`src/sv/cigar_back_splice_segmenter_unit_defines.svh`:
```
// ----------------------------------------------------------------------------
// Check macros for the CIGAR back-splice segmenter
// Concurrent checks on clk, disabled while rst_n is low.
// ----------------------------------------------------------------------------
`ifndef CIGAR_BACK_SPLICE_SEGMENTER_UNIT_DEFINES_SVH
`define CIGAR_BACK_SPLICE_SEGMENTER_UNIT_DEFINES_SVH

`ifndef NO_ASSERTIONS

// same-cycle implication
`define CBSS_CHECK(lbl, ante, cons) \
    lbl: assert property (@(posedge clk) disable iff (!rst_n) (ante) |-> (cons)) \
        else $error("cbss check failed");

// next-cycle implication
`define CBSS_CHECK_NEXT(lbl, ante, cons) \
    lbl: assert property (@(posedge clk) disable iff (!rst_n) (ante) |=> (cons)) \
        else $error("cbss next-cycle check failed");

`else

`define CBSS_CHECK(lbl, ante, cons)
`define CBSS_CHECK_NEXT(lbl, ante, cons)

`endif

`endif

```
`src/sv/cbss_pkg.sv`:
```
// ----------------------------------------------------------------------------
// cbss_pkg
// Types and character codes shared by the segmenter modules.
// ----------------------------------------------------------------------------
`default_nettype none

package cbss_pkg;

    // ASCII codes
    localparam logic [7:0] CH_ZERO  = 8'h30;
    localparam logic [7:0] CH_NINE  = 8'h39;
    localparam logic [7:0] CH_MINUS = 8'h2D;
    localparam logic [7:0] CH_S     = 8'h53;
    localparam logic [7:0] CH_M     = 8'h4D;
    localparam logic [7:0] CH_I     = 8'h49;
    localparam logic [7:0] CH_D     = 8'h44;
    localparam logic [7:0] CH_N     = 8'h4E;

    // sticky record error codes
    localparam logic [1:0] ERR_NONE  = 2'd0;
    localparam logic [1:0] ERR_CHAR  = 2'd1;
    localparam logic [1:0] ERR_BOUND = 2'd2;

    // a back-splice at this segment count is not split
    localparam logic [7:0] SEG_LIMIT = 8'd254;

    typedef struct packed {
        logic [16:0]        read_start;
        logic [15:0]        read_end;
        logic signed [31:0] ref_start;
        logic [7:0]         first_op;
        logic [7:0]         op_count;
        logic [7:0]         number;
        logic               last;
        logic [1:0]         error;
    } seg_t;

    // up to two segments leave the parser per beat, r0 first
    typedef struct packed {
        logic [1:0] n;
        seg_t       r0;
        seg_t       r1;
    } push_t;

endpackage

`default_nettype wire

```
`src/sv/cbss_if.sv`:
```
// ----------------------------------------------------------------------------
// cbss_if
// Valid/ready channels: CIGAR characters in, segment records out.
// ----------------------------------------------------------------------------
`default_nettype none

interface cbss_in_if;
    logic        valid;
    logic        ready;
    logic [7:0]  cigar_byte;
    logic [30:0] map_pos;
    logic        last_byte;

    modport source (output valid, cigar_byte, map_pos, last_byte, input ready);
    modport sink   (input valid, cigar_byte, map_pos, last_byte, output ready);
endinterface

interface cbss_out_if;
    logic               valid;
    logic               ready;
    logic [16:0]        seg_read_start;
    logic [15:0]        seg_read_end;
    logic signed [31:0] seg_ref_start;
    logic [7:0]         seg_first_op;
    logic [7:0]         seg_op_count;
    logic [7:0]         seg_number;
    logic               last_segment;
    logic [1:0]         error_code;

    modport source (output valid, seg_read_start, seg_read_end, seg_ref_start,
                    seg_first_op, seg_op_count, seg_number, last_segment,
                    error_code, input ready);
    modport sink   (input valid, seg_read_start, seg_read_end, seg_ref_start,
                    seg_first_op, seg_op_count, seg_number, last_segment,
                    error_code, output ready);
endinterface

`default_nettype wire

```
`src/sv/cbss_parser.sv`:
```
// ----------------------------------------------------------------------------
// cbss_parser
// Input register plus one-character parse step: length accumulation, read and
// reference offsets, segment bookkeeping and the sticky error code.
// ----------------------------------------------------------------------------
`default_nettype none
`include "cigar_back_splice_segmenter_unit_defines.svh"

module cbss_parser #(
    parameter int MAX_OPS      = 255,
    parameter int MAX_READ_LEN = 65535
) (
    input  wire logic           clk,
    input  wire logic           rst_n,
    cbss_in_if.sink             cigar,
    input  wire logic           room,
    output cbss_pkg::push_t     push
);

    localparam int RW  = $clog2(MAX_READ_LEN + 1);
    localparam int RWX = (RW > 17) ? RW : 17;
    localparam logic [7:0]         OP_LIMIT   = 8'((MAX_OPS > 255) ? 255 : MAX_OPS);
    localparam logic signed [33:0] READ_MAX   = 34'(MAX_READ_LEN);
    localparam logic [RW-1:0]      READ_MAX_W = RW'(MAX_READ_LEN);

    // input register
    logic        s_valid_reg;
    logic [7:0]  s_byte_reg;
    logic [30:0] s_pos_reg;
    logic        s_last_reg;

    // record state
    logic          start_flag_reg,  start_flag_next;
    logic [31:0]   num_reg,         num_next;
    logic          neg_reg,         neg_next;
    logic [30:0]   pos_reg,         pos_next;
    logic [RW-1:0] read_reg,        read_next;
    logic [31:0]   ref_reg,         ref_next;
    logic [7:0]    op_reg,          op_next;
    logic [7:0]    first_reg,       first_next;
    logic [RW-1:0] read_begin_reg,  read_begin_next;
    logic [31:0]   ref_begin_reg,   ref_begin_next;
    logic [7:0]    seg_cnt_reg,     seg_cnt_next;
    logic [1:0]    err_reg,         err_next;

    logic               advance;
    logic               is_digit, is_minus, is_op, is_smi, is_mdn, is_n;
    logic [3:0]         dig4;
    logic [31:0]        num_x10;
    logic [31:0]        len;
    logic               len_neg;
    logic               op_ok;
    logic signed [33:0] read_sum;
    logic               under, over;
    logic [RW-1:0]      read_upd;
    logic               splice, bound_err;
    logic [30:0]        rec_pos;
    cbss_pkg::seg_t     seg_split, seg_final;

    assign advance     = s_valid_reg && room;
    assign cigar.ready = !s_valid_reg || room;

    always_ff @(posedge clk or negedge rst_n)
    begin
        if (!rst_n)
        begin
            s_valid_reg <= 1'b0;
        end
        else if (cigar.ready)
        begin
            s_valid_reg <= cigar.valid;
        end
    end

    always_ff @(posedge clk)
    begin
        if (cigar.ready && cigar.valid)
        begin
            s_byte_reg <= cigar.cigar_byte;
            s_pos_reg  <= cigar.map_pos;
            s_last_reg <= cigar.last_byte;
        end
    end

    // character classes
    always_comb
    begin
        is_digit = s_byte_reg inside {[cbss_pkg::CH_ZERO:cbss_pkg::CH_NINE]};
        is_minus = (s_byte_reg == cbss_pkg::CH_MINUS);
        is_smi   = s_byte_reg inside {cbss_pkg::CH_S, cbss_pkg::CH_M, cbss_pkg::CH_I};
        is_mdn   = s_byte_reg inside {cbss_pkg::CH_M, cbss_pkg::CH_D, cbss_pkg::CH_N};
        is_n     = (s_byte_reg == cbss_pkg::CH_N);
        is_op    = is_smi || is_mdn;
    end

    // ASCII digits sit at 0x30..0x39, so the low nibble is the digit value
    assign dig4    = s_byte_reg[3:0];
    assign num_x10 = {num_reg[28:0], 3'b000} + {num_reg[30:0], 1'b0} + {28'd0, dig4};
    assign len     = neg_reg ? (32'd0 - num_reg) : num_reg;
    assign len_neg = neg_reg && (num_reg != 32'd0);
    assign op_ok   = (op_reg < OP_LIMIT);
    assign rec_pos = start_flag_reg ? s_pos_reg : pos_reg;

    // read offset moves by the signed length, clamped to [0, MAX_READ_LEN]
    assign read_sum = $signed({{(34-RW){1'b0}}, read_reg}) + $signed({{2{len[31]}}, len});
    assign under    = read_sum[33];
    assign over     = !under && (read_sum > READ_MAX);
    assign read_upd = under ? '0 : (over ? READ_MAX_W : read_sum[RW-1:0]);

    assign splice    = is_n && len_neg && op_ok && (seg_cnt_reg < cbss_pkg::SEG_LIMIT);
    assign bound_err = is_op && (!op_ok
                                 || (is_smi && (under || over))
                                 || (is_n && len_neg && (seg_cnt_reg >= cbss_pkg::SEG_LIMIT)));

    always_comb
    begin
        num_next        = num_reg;
        neg_next        = neg_reg;
        read_next       = read_reg;
        ref_next        = ref_reg;
        op_next         = op_reg;
        first_next      = first_reg;
        read_begin_next = read_begin_reg;
        ref_begin_next  = ref_begin_reg;
        seg_cnt_next    = seg_cnt_reg;
        err_next        = err_reg;

        if (is_digit)
        begin
            num_next = num_x10;
        end
        else if (is_minus)
        begin
            neg_next = 1'b1;
        end
        else
        begin
            num_next = 32'd0;
            neg_next = 1'b0;
            if (is_op && op_ok)
            begin
                op_next = op_reg + 8'd1;
                if (is_smi)
                begin
                    read_next = read_upd;
                end
                if (is_mdn)
                begin
                    ref_next = ref_reg + len;
                end
                if (splice)
                begin
                    first_next      = op_reg + 8'd1;
                    read_begin_next = read_reg;
                    ref_begin_next  = ref_reg + len;
                    seg_cnt_next    = seg_cnt_reg + 8'd1;
                end
            end
        end

        if (err_reg == cbss_pkg::ERR_NONE)
        begin
            if (!is_digit && !is_minus && !is_op)
            begin
                err_next = cbss_pkg::ERR_CHAR;
            end
            else if (bound_err)
            begin
                err_next = cbss_pkg::ERR_BOUND;
            end
        end
    end

    // segment closed by the back-splice: offsets before this op
    always_comb
    begin
        seg_split.read_start = 17'({{(RWX-RW){1'b0}}, read_begin_reg} + RWX'(1));
        seg_split.read_end   = 16'({{(RWX-RW){1'b0}}, read_reg});
        seg_split.ref_start  = $signed({1'b0, rec_pos} + ref_begin_reg);
        seg_split.first_op   = first_reg;
        seg_split.op_count   = op_reg - first_reg;
        seg_split.number     = seg_cnt_reg + 8'd1;
        seg_split.last       = 1'b0;
        seg_split.error      = err_next;
    end

    // final segment of the record: offsets after this character
    always_comb
    begin
        seg_final.read_start = 17'({{(RWX-RW){1'b0}}, read_begin_next} + RWX'(1));
        seg_final.read_end   = 16'({{(RWX-RW){1'b0}}, read_next});
        seg_final.ref_start  = $signed({1'b0, rec_pos} + ref_begin_next);
        seg_final.first_op   = first_next;
        seg_final.op_count   = op_next - first_next;
        seg_final.number     = seg_cnt_next + 8'd1;
        seg_final.last       = 1'b1;
        seg_final.error      = err_next;
    end

    always_comb
    begin
        push.n  = advance ? ({1'b0, splice} + {1'b0, s_last_reg}) : 2'd0;
        push.r0 = splice ? seg_split : seg_final;
        push.r1 = seg_final;
    end

    always_comb
    begin
        start_flag_next = 1'b0;
        pos_next        = rec_pos;
    end

    always_ff @(posedge clk or negedge rst_n)
    begin
        if (!rst_n)
        begin
            start_flag_reg <= 1'b1;
            num_reg        <= '0;
            neg_reg        <= 1'b0;
            pos_reg        <= '0;
            read_reg       <= '0;
            ref_reg        <= '0;
            op_reg         <= '0;
            first_reg      <= '0;
            read_begin_reg <= '0;
            ref_begin_reg  <= '0;
            seg_cnt_reg    <= '0;
            err_reg        <= cbss_pkg::ERR_NONE;
        end
        else if (advance)
        begin
            if (s_last_reg)
            begin
                start_flag_reg <= 1'b1;
                num_reg        <= '0;
                neg_reg        <= 1'b0;
                pos_reg        <= '0;
                read_reg       <= '0;
                ref_reg        <= '0;
                op_reg         <= '0;
                first_reg      <= '0;
                read_begin_reg <= '0;
                ref_begin_reg  <= '0;
                seg_cnt_reg    <= '0;
                err_reg        <= cbss_pkg::ERR_NONE;
            end
            else
            begin
                start_flag_reg <= start_flag_next;
                num_reg        <= num_next;
                neg_reg        <= neg_next;
                pos_reg        <= pos_next;
                read_reg       <= read_next;
                ref_reg        <= ref_next;
                op_reg         <= op_next;
                first_reg      <= first_next;
                read_begin_reg <= read_begin_next;
                ref_begin_reg  <= ref_begin_next;
                seg_cnt_reg    <= seg_cnt_next;
                err_reg        <= err_next;
            end
        end
    end

    `CBSS_CHECK(a_two_segs_order, push.n == 2'd2, push.r1.last && !push.r0.last)
    `CBSS_CHECK_NEXT(a_record_clears, advance && s_last_reg,
                     start_flag_reg && (seg_cnt_reg == 8'd0) && (err_reg == cbss_pkg::ERR_NONE))
    `CBSS_CHECK_NEXT(a_error_sticky, advance && !s_last_reg && (err_reg != cbss_pkg::ERR_NONE),
                     err_reg == $past(err_reg))
    `CBSS_CHECK(a_read_bounded, 1'b1, read_reg <= READ_MAX_W)

endmodule

`default_nettype wire

```
`src/sv/cbss_out_fifo.sv`:
```
// ----------------------------------------------------------------------------
// cbss_out_fifo
// Four-entry result queue; takes up to two segments a cycle, hands out one.
// ----------------------------------------------------------------------------
`default_nettype none
`include "cigar_back_splice_segmenter_unit_defines.svh"

module cbss_out_fifo (
    input  wire logic           clk,
    input  wire logic           rst_n,
    input  wire cbss_pkg::push_t push,
    output logic                room,
    cbss_out_if.source          segment
);

    localparam int DEPTH = 4;
    localparam int AW    = $clog2(DEPTH);

    cbss_pkg::seg_t  mem_reg [DEPTH];
    logic [AW-1:0]   wr_ptr_reg, rd_ptr_reg;
    logic [AW:0]     cnt_reg, cnt_next;
    logic            pop;
    cbss_pkg::seg_t  head;

    assign room = (cnt_reg <= (AW+1)'(DEPTH - 2));
    assign pop  = segment.valid && segment.ready;
    assign head = mem_reg[rd_ptr_reg];

    assign cnt_next = cnt_reg + {{(AW-1){1'b0}}, push.n} - {{AW{1'b0}}, pop};

    always_ff @(posedge clk)
    begin
        if (push.n != 2'd0)
        begin
            mem_reg[wr_ptr_reg] <= push.r0;
        end
        if (push.n == 2'd2)
        begin
            mem_reg[wr_ptr_reg + AW'(1)] <= push.r1;
        end
    end

    always_ff @(posedge clk or negedge rst_n)
    begin
        if (!rst_n)
        begin
            wr_ptr_reg <= '0;
            rd_ptr_reg <= '0;
            cnt_reg    <= '0;
        end
        else
        begin
            wr_ptr_reg <= wr_ptr_reg + AW'(push.n);
            if (pop)
            begin
                rd_ptr_reg <= rd_ptr_reg + AW'(1);
            end
            cnt_reg <= cnt_next;
        end
    end

    assign segment.valid          = (cnt_reg != '0);
    assign segment.seg_read_start = head.read_start;
    assign segment.seg_read_end   = head.read_end;
    assign segment.seg_ref_start  = head.ref_start;
    assign segment.seg_first_op   = head.first_op;
    assign segment.seg_op_count   = head.op_count;
    assign segment.seg_number     = head.number;
    assign segment.last_segment   = head.last;
    assign segment.error_code     = head.error;

    `CBSS_CHECK(a_no_overflow, 1'b1, cnt_reg <= (AW+1)'(DEPTH))
    `CBSS_CHECK(a_push_has_room, push.n != 2'd0, room)

endmodule

`default_nettype wire

```
`src/sv/cigar_back_splice_segmenter_unit.sv`:
```
// ----------------------------------------------------------------------------
// cigar_back_splice_segmenter_unit
// Parses CIGAR text one character per beat and emits one segment record per
// back-splice (negative N) plus a closing segment at the record's last byte.
//
//   port      dir   beat content
//   cigar     sink  cigar_byte, map_pos, last_byte
//   segment   src   read start/end, ref start, op range, number, last, error
//
// One character per cycle while the output queue has room; a character waits
// in the input register until then; its segments enter the queue as it goes.
// A back-splice on the last byte yields two segments; the four-entry queue
// drains one per cycle while segment.ready is high; input stalls under two free.
// Reset (rst_n low, async) empties both stages and starts a new record.
// ----------------------------------------------------------------------------
`default_nettype none

module cigar_back_splice_segmenter_unit #(
    parameter int MAX_OPS      = 255,
    parameter int MAX_READ_LEN = 65535
) (
    input  wire logic   clk,
    input  wire logic   rst_n,
    cbss_in_if.sink     cigar,
    cbss_out_if.source  segment
);

    cbss_pkg::push_t push;
    logic            room;

    cbss_parser #(
        .MAX_OPS      (MAX_OPS),
        .MAX_READ_LEN (MAX_READ_LEN)
    ) u_parser (
        .clk   (clk),
        .rst_n (rst_n),
        .cigar (cigar),
        .room  (room),
        .push  (push)
    );

    cbss_out_fifo u_out_fifo (
        .clk     (clk),
        .rst_n   (rst_n),
        .push    (push),
        .room    (room),
        .segment (segment)
    );

endmodule

`default_nettype wire
```
`src/flat_wrapper.sv`:
```
// flat-port wrapper written by rule: the top's interface ports become plain ports
module cigar_back_splice_segmenter_unit_flat 
#(
    parameter int MAX_OPS      = 255,
    parameter int MAX_READ_LEN = 65535
)
  (clk, rst_n, cigar_valid, cigar_cigar_byte, cigar_map_pos, cigar_last_byte, cigar_ready, segment_valid, segment_seg_read_start, segment_seg_read_end, segment_seg_ref_start, segment_seg_first_op, segment_seg_op_count, segment_seg_number, segment_last_segment, segment_error_code, segment_ready);
  cbss_in_if cigar_i ();
  cbss_out_if segment_i ();
  input  wire logic clk;
  input  wire logic rst_n;
  input wire logic [$bits(cigar_i.valid)-1:0] cigar_valid;
  input wire logic [$bits(cigar_i.cigar_byte)-1:0] cigar_cigar_byte;
  input wire logic [$bits(cigar_i.map_pos)-1:0] cigar_map_pos;
  input wire logic [$bits(cigar_i.last_byte)-1:0] cigar_last_byte;
  output wire logic [$bits(cigar_i.ready)-1:0] cigar_ready;
  output wire logic [$bits(segment_i.valid)-1:0] segment_valid;
  output wire logic [$bits(segment_i.seg_read_start)-1:0] segment_seg_read_start;
  output wire logic [$bits(segment_i.seg_read_end)-1:0] segment_seg_read_end;
  output wire logic [$bits(segment_i.seg_ref_start)-1:0] segment_seg_ref_start;
  output wire logic [$bits(segment_i.seg_first_op)-1:0] segment_seg_first_op;
  output wire logic [$bits(segment_i.seg_op_count)-1:0] segment_seg_op_count;
  output wire logic [$bits(segment_i.seg_number)-1:0] segment_seg_number;
  output wire logic [$bits(segment_i.last_segment)-1:0] segment_last_segment;
  output wire logic [$bits(segment_i.error_code)-1:0] segment_error_code;
  input wire logic [$bits(segment_i.ready)-1:0] segment_ready;
  assign cigar_i.valid = cigar_valid;
  assign cigar_i.cigar_byte = cigar_cigar_byte;
  assign cigar_i.map_pos = cigar_map_pos;
  assign cigar_i.last_byte = cigar_last_byte;
  assign cigar_ready = cigar_i.ready;
  assign segment_valid = segment_i.valid;
  assign segment_seg_read_start = segment_i.seg_read_start;
  assign segment_seg_read_end = segment_i.seg_read_end;
  assign segment_seg_ref_start = segment_i.seg_ref_start;
  assign segment_seg_first_op = segment_i.seg_first_op;
  assign segment_seg_op_count = segment_i.seg_op_count;
  assign segment_seg_number = segment_i.seg_number;
  assign segment_last_segment = segment_i.last_segment;
  assign segment_error_code = segment_i.error_code;
  assign segment_i.ready = segment_ready;
  cigar_back_splice_segmenter_unit #(.MAX_OPS(MAX_OPS), .MAX_READ_LEN(MAX_READ_LEN)) u_core (.clk(clk), .rst_n(rst_n), .cigar(cigar_i), .segment(segment_i));
endmodule
```
`config.mk`:
```
export PLATFORM = sky130hd
export DESIGN_NAME = cigar_back_splice_segmenter_unit_flat
export DESIGN_NICKNAME = d
export VERILOG_FILES = /design/src/sv/cbss_pkg.sv /design/src/sv/cbss_if.sv /design/src/sv/cbss_parser.sv /design/src/sv/cbss_out_fifo.sv /design/src/sv/cigar_back_splice_segmenter_unit.sv /design/src/flat_wrapper.sv
export VERILOG_INCLUDE_DIRS = /design/src /design/src/sv
export SDC_FILE = /design/constraint.sdc
export NUM_CORES = 1
export LEC_CHECK = 0
export ABC_CLOCK_PERIOD_IN_PS = 7900
export BUFFER_PORTS_ARGS = -buffer_cell sky130_fd_sc_hd__buf_4
export CAP_MARGIN = 20
export CORE_ASPECT_RATIO = 0.7
export CORE_UTILIZATION = 23
export CTS_BUF_LIST = sky130_fd_sc_hd__clkbuf_8
export CTS_CLUSTER_SIZE = 24
export DETAILED_ROUTE_END_ITERATION = 16
export SLEW_MARGIN = 20
export SYNTH_ARGS = -nofsm -noshare
export SYNTH_HDL_FRONTEND = slang
export SYNTH_SLANG_ARGS = --single-unit
```
`constraint.sdc`:
```
create_clock -name clk -period 7.9 [get_ports clk]
set_clock_uncertainty 0.05 [all_clocks]
set_input_delay 0.395 -clock clk [delete_from_list [all_inputs] [get_ports clk]]
set_output_delay 0.395 -clock clk [all_outputs]
set_load 0.01 [all_outputs]
```
**Word-level counts from Yosys, hierarchy flattened**

Memories as Yosys holds them, arrays and structs flattened.
Cells that the tools add are included.

- Word-level logic and storage cells: 150
- Bits in registers: 235
- RAM bits: 368
- Memories kept: 1

Memory list:

| memory | words | bits a word | read ports | clocked after Yosys merged registers in | wr ports | RTL line | text |
|---|---|---|---|---|---|---|---|
| u_core.u_out_fifo.mem_reg | 4 | 92 | 1 | 0 | 2 | cbss_out_fifo.sv:19 | `cbss_pkg::seg_t mem_reg [DEPTH];` |

- Mux-type cells: 56
- Magnitude comparators: 7
- Reductions and logical operators: 37
- Equal/unequal tests: 10
- Add/sub/neg operators: 20

Operators with widths:

| cell | number |
|---|---|
| $mux 32 | 14 |
| $mux 16 | 12 |
| $mux 8 | 14 |
| $mux 92 | 1 |
| $add 31x32->32 | 2 |
| $add 32x32->32 | 2 |
| $mux 31 | 2 |
| $eq 8x7->1 const B | 5 |
| $add 16x1->17 const B | 2 |
| $add 17x32->33 | 1 |
| $gt 33x17->1 const B | 1 |
| $add 32x4->32 | 1 |
| $reduce_bool 32->1 | 1 |
| $sub 1x32->32 const A | 1 |
| $add 8x1->8 const B | 3 |
| $lt 8x8->1 const B | 2 |
| $sub 8x8->8 | 2 |
| $logic_and 1x1->1 | 15 |
| $mux 2 | 5 |
| $reduce_bool 3->1 | 3 |
| $eq 8x6->1 const B | 1 |
| $ge 8x6->1 const B | 1 |
| $ge 8x8->1 const B | 1 |
| $le 8x6->1 const B | 1 |
| other kinds (16) | 37 |

**Depth between registers and ports, before layout**

- Word-level depth: 14
- Depth in mapped cells: 32

**By module**

From an unflattened synthesis, not the netlist that was laid out.

- Cells, all modules: 3258
- Area total of the unflattened synthesis: 38444.4 um2

Modules (own cells, without submodules):

| module | area an instance (um2) | cells an instance | seq. area each (um2) | instances |
|---|---|---|---|---|
| cbss_parser | 20271.9 | 2325 | 5906.9 | 1 |
| cbss_out_fifo | 18172.4 | 933 | 11225.8 | 1 |

**Worst setup path before layout**

No wires, ideal clock.

- Path kind: register to register
- Start: register u_core.u_parser.num_reg[25]
- End: memory u_core.u_out_fifo.mem_reg[2][57] (netlist name), data pin
- Stages on the path, launching flop included: 26
- Setup slack: 1.091 ns
- Buffers on the path: 6
- Library setup time: 0.274 ns
- Data arrival time: 6.485 ns
- Cells stage by stage: dfrtp_1 > clkbuf_1 > or4_1 > or4_1 > o41ai_1 > or4b_2 > clkbuf_1 > clkbuf_1 > clkbuf_1 > clkbuf_1 > clkbuf_1 > nand2_1 > o21ai_0 > ha_1 > nor2b_1 > o21ai_0 > a21boi_0 > o31ai_1 > o2111ai_1 > a31oi_1 > o21ai_0 > a2111o_1 > a31o_2 > a21oi_1 > xor2_1 > o22ai_1

RTL lines:

| element | RTL line | text |
|---|---|---|
| from (decl) | cbss_parser.sv:34 | `logic [31:0] num_reg, num_next;` |
| from (signal assigned) | cbss_parser.sv:250 | `num_reg <= num_next;` |
| to (decl) | cbss_out_fifo.sv:19 |  |

==> out/metrics.sh <==
DRT_WL_TOTAL_UM=128000
PIN_COUNT_OF_THE_BIGGEST_NET_ENTERING_GLOBAL_ROUTING=128
CRIT_REQUIRED_PS=8350
YOSYSWARNINGS=0
SYNTH-ASYNC-RESET-RATIO_PCT=32.3
MIN_PATH_TYPE='input pin to async pin'
SLEW_HEADROOM_PCT=22.0
POWER.DENSITY_mW_PER_MM2=254
CTS_NUM_SINKS=603
CTSHTREEMAXLEVEL=3
CLKLATENCYLATEPIN_PS=820
VIA_COUNT=29667
NUMBER_OF_ANTENNA_VIOLATIONS_AT_THE_FIRST_CHECK_IN_GLOBAL_ROUTING=5
PLACE_AREA_MM2=0.0403
DETAIL_ROUTE.DRC_VIOLATIONS=0
WORST_SETUP_PATH_END_KIND='register'
CTS.CLK_SLEW.WORST_PATHS_PS=80
INITIALDRTVIOLATIONCOUNT=3065
DESIGN.FINAL.NETS=3804
WORSTREGTOREGCELLS=29
GLOBAL_ROUTE_WIRE_LENGTH_BEFORE_REPAIR_UM=189000
DIE_AREA_MM2=0.161
FLOORPLAN.DIE.WIDTH_UM=479
IOS=138
SYNTHDOMINANTCELLAREASHARE_PCT=33.2
DETAIL_ROUTE.FIRST_PASS.ITERATIONS=6
SLEW_VIOLATIONS=0
NUMBER_OF_SYNTHESIZED_FLOPS_WITH_AN_ENABLE_PIN=404
POST-ROUTE-PERIOD-UTIL_PCT=93.9
DIE_HEIGHT_UM=336
SYNTH_AREA_LEADERS='sky130_fd_sc_hd__edfxtp_1 (33%), sky130_fd_sc_hd__dfrtp_1 (13%), sky130_fd_sc_hd__ha_1 (6.7%), sky130_fd_sc_hd__mux4_2 (5.7%), sky130_fd_sc_hd__o22ai_1 (4.3%)'
IR_DROP_uV=198
TIMING.CRITICAL_PATH.FANOUT_MAX=7
AREAGROWTHSYNTHTOFINISH_PCT=16.7
DRT-VIAS-PER-INSTANCE=5.16
NUMBER_OF_GLOBAL_ROUTE_VIAS_BEFORE_REPAIR=28099
REG2REG_TO='u_core.u_out_fifo.mem_reg[1][57]$_DFFE_PP_'
RSZ0062_AT_GRT='no'
SYN-NUM-NETS=3643
GRT_UTIL_ALL_LAYERS_PCT=15.5
CELL_COUNT_AFTER_SYNTHESIS=3393
SYNTH_FLOP_CELL='sky130_fd_sc_hd__edfxtp_1'
GP_ROUTABILITY_CONGESTION=0.894
LARGEST_REGISTER_FFS=368
CORE_REGION_AREA_MM2=0.158
POWER.LEAKAGE_nW=16.6
SYNTHDISTINCTLIBCELLS=76
TIMING_HOLD_VIOLATIONS_FINAL=0
CTS-ROOT-TO-SINK-BUFFERS=3
DRV_CAP=0
CTS_INSERTED_BUFFERS=94
FINISH.CELL_COUNT_WITHOUT_FILLERS=5746
YOSYS.CELL_COUNT.TOP_TYPE='sky130_fd_sc_hd__edfxtp_1'
CLOCK-ROOT-BUFFER='sky130_fd_sc_hd__clkbuf_8'
SYNTH_CELL_COUNT_LEADERS='sky130_fd_sc_hd__edfxtp_1 (404), sky130_fd_sc_hd__nand2_1 (290), sky130_fd_sc_hd__o22ai_1 (253)'
START_UTIL_PCT=23.1
FIN_AREA_MM2=0.0427
POST_CTS_BUFFERS=0
ROWS=122
HPWLAFTERDP_UM=90000
OVERFLOW=0
WORST_SLEW_PIN_SLEW_PS=1170
RESULT_OF_THE_RUN='complete, no violations'
DRIVE_ABOVE_1_SHARE_PCT=14.6
FMAX_GHz=0.135
FILLERS=16450
SYNTH-SEQ-AREA-SHARE_PCT=46.8
CRIT_TYPE='register to register'
WORST-R2R-SETUP-SLACK_PS=480
WORSTSETUPSTARTPOINTTYPE='register'
POST-PLACE-CELLS=5523
SLOWEST_STAGE_CELL_CRIT_PATH='sky130_fd_sc_hd__or3b_2'
SYNTH.CELL_AREA_MM2=0.0366
PERIOD_NEEDED_PS=7420
FINALSETUPTNS_PS=0
CRITPATHMAXSTAGEDELAY_PS=530
ARRIVAL_PS=7870
FINAL_ANTENNA_NET_COUNT=0
SYNTH.AVG_CELL_AREA_UM2=10.8
NUMPORTBUFFERS=137
POSTSYNTHREGISTERBITS=603
SYNTH_AREA_LEADER_CELL='sky130_fd_sc_hd__edfxtp_1'
TRITONCTS='yes'
WORST_R2R_STARTPOINT='u_core.u_parser.num_reg[1]$_DFFE_PN0P_'
TIMING.FINAL.SETUP_VIOLATIONS=0
ROUTEDWLPERCELL_UM=22.2
[layout by cell type, fill, tap and decap left out, types with 36 or more instances in the layout]
master,Yosys,final
sky130_fd_sc_hd__buf_4,0,215
sky130_fd_sc_hd__ha_1,197,197
sky130_fd_sc_hd__dfrtp_1,194,192
sky130_fd_sc_hd__nor3_1,40,36
sky130_fd_sc_hd__edfxtp_1,404,404
sky130_fd_sc_hd__o21ai_0,237,237
sky130_fd_sc_hd__a21o_1,72,72
sky130_fd_sc_hd__dlygate4sd3_1,0,43
sky130_fd_sc_hd__a21oi_1,202,199
sky130_fd_sc_hd__xnor2_1,134,133
sky130_fd_sc_hd__a22o_1,159,159
sky130_fd_sc_hd__clkbuf_8,0,102
sky130_fd_sc_hd__mux4_2,92,92
sky130_fd_sc_hd__o22ai_1,253,253
sky130_fd_sc_hd__nand2_1,290,288
sky130_fd_sc_hd__xor2_1,101,100
sky130_fd_sc_hd__inv_1,78,107
sky130_fd_sc_hd__nor2_1,181,179
sky130_fd_sc_hd__nand3_1,59,58
sky130_fd_sc_hd__nand2b_1,65,64
[layer usage]
| metal | routed length (µm) | track usage (%) |
|---|---|---|
| met3 | 12500 | 4.04 |
| met5 | 13 | 0 |
| met2 | 52000 | 21.6 |
| met4 | 2830 | 3.79 |
| met1 | 60200 | 23.3 |
[logic make-up after synthesis]
logic type               count (synthesis)  synth area share [%]
multiplexers                           131                  6.85
AO/OA/AOI/OAI                         1126                  20.0
adder cells (fa/ha/maj)                206                  7.23
AND/OR/NAND/NOR                        813                  10.6
buffers and inverters                  279                  2.87
flip-flops                             603                  46.8
XOR/XNOR                               235                  5.63
[where the power goes]
part | switching, W | internal, W
clock network | 0.00141 | 0.00134
registers | 0.000284 | 0.00377
logic | 0.00254 | 0.00151
[final cells by class]
class	count	area, µm²	share of cell area [%]
multi-input combinational	2511	18600	43.5
sequential	603	17100	40.1
tap	2108	2640	6.18
timing repair buffer	266	2200	5.15
clock buffer	102	1400	3.29
clock inverter	75	468	1.10
inverter	78	303	0.709
antenna	3	7.51	0.0176
[how the worst max path moves through the flow]
stage | from | endpoint | slack (ps) | cells past startpoint
6_report | u_core.u_parser.num_reg[1]$_DFFE_PN0P_ | u_core.u_out_fifo.mem_reg[1][57]$_DFFE_PP_ | 480 | 29
5_1_grt | u_core.u_parser.num_reg[1]$_DFFE_PN0P_ | u_core.u_out_fifo.mem_reg[1][58]$_DFFE_PP_ | 1 | 29
4_1_cts | u_core.u_parser.num_reg[1]$_DFFE_PN0P_ | u_core.u_out_fifo.mem_reg[1][57]$_DFFE_PP_ | 390 | 28
3_5_place_dp | u_core.u_parser.num_reg[1]$_DFFE_PN0P_ | u_core.u_out_fifo.mem_reg[1][57]$_DFFE_PP_ | 500 | 29
3_3_place_gp | u_core.u_parser.num_reg[1]$_DFFE_PN0P_ | u_core.u_out_fifo.mem_reg[1][57]$_DFFE_PP_ | 450 | 28
2_1_floorplan | u_core.u_parser.num_reg[25]$_DFFE_PN0P_ | u_core.u_out_fifo.mem_reg[2][57]$_DFFE_PP_ | 1090 | 25
[stage by stage]
stage	utilization (%)	worst slack, ps	total power (W)	hold slack, ps
CTS	27.0	390	0.0110	86.2
global placement	25.5	447	0.00813	353
floorplan	-	1090	0.00630	49.4
detailed placement	25.5	499	0.00818	365
global route	27.0	1.04	0.0114	118
finish	27.0	484	0.0109	78.1
[timing repair]
| action | 4_1_cts | 5_1_grt |
|---|---|---|
| setup endpoints to repair | 0 | 10 |
| hold buffers | 43 | 0 |
| resized for setup | 0 | 8 |
| endpoints found under the hold margin | 111 | 0 |
[critical path, delay by kind of cell, from the launching register on]
family,cells,cell delay [ps]
compound gates,14,3020
xor+xnor,3,680
fa+ha+maj,3,880
buf+inv,2,280
flops,1,470
simple gates,7,1710
(Power assumes the default switching activity.)
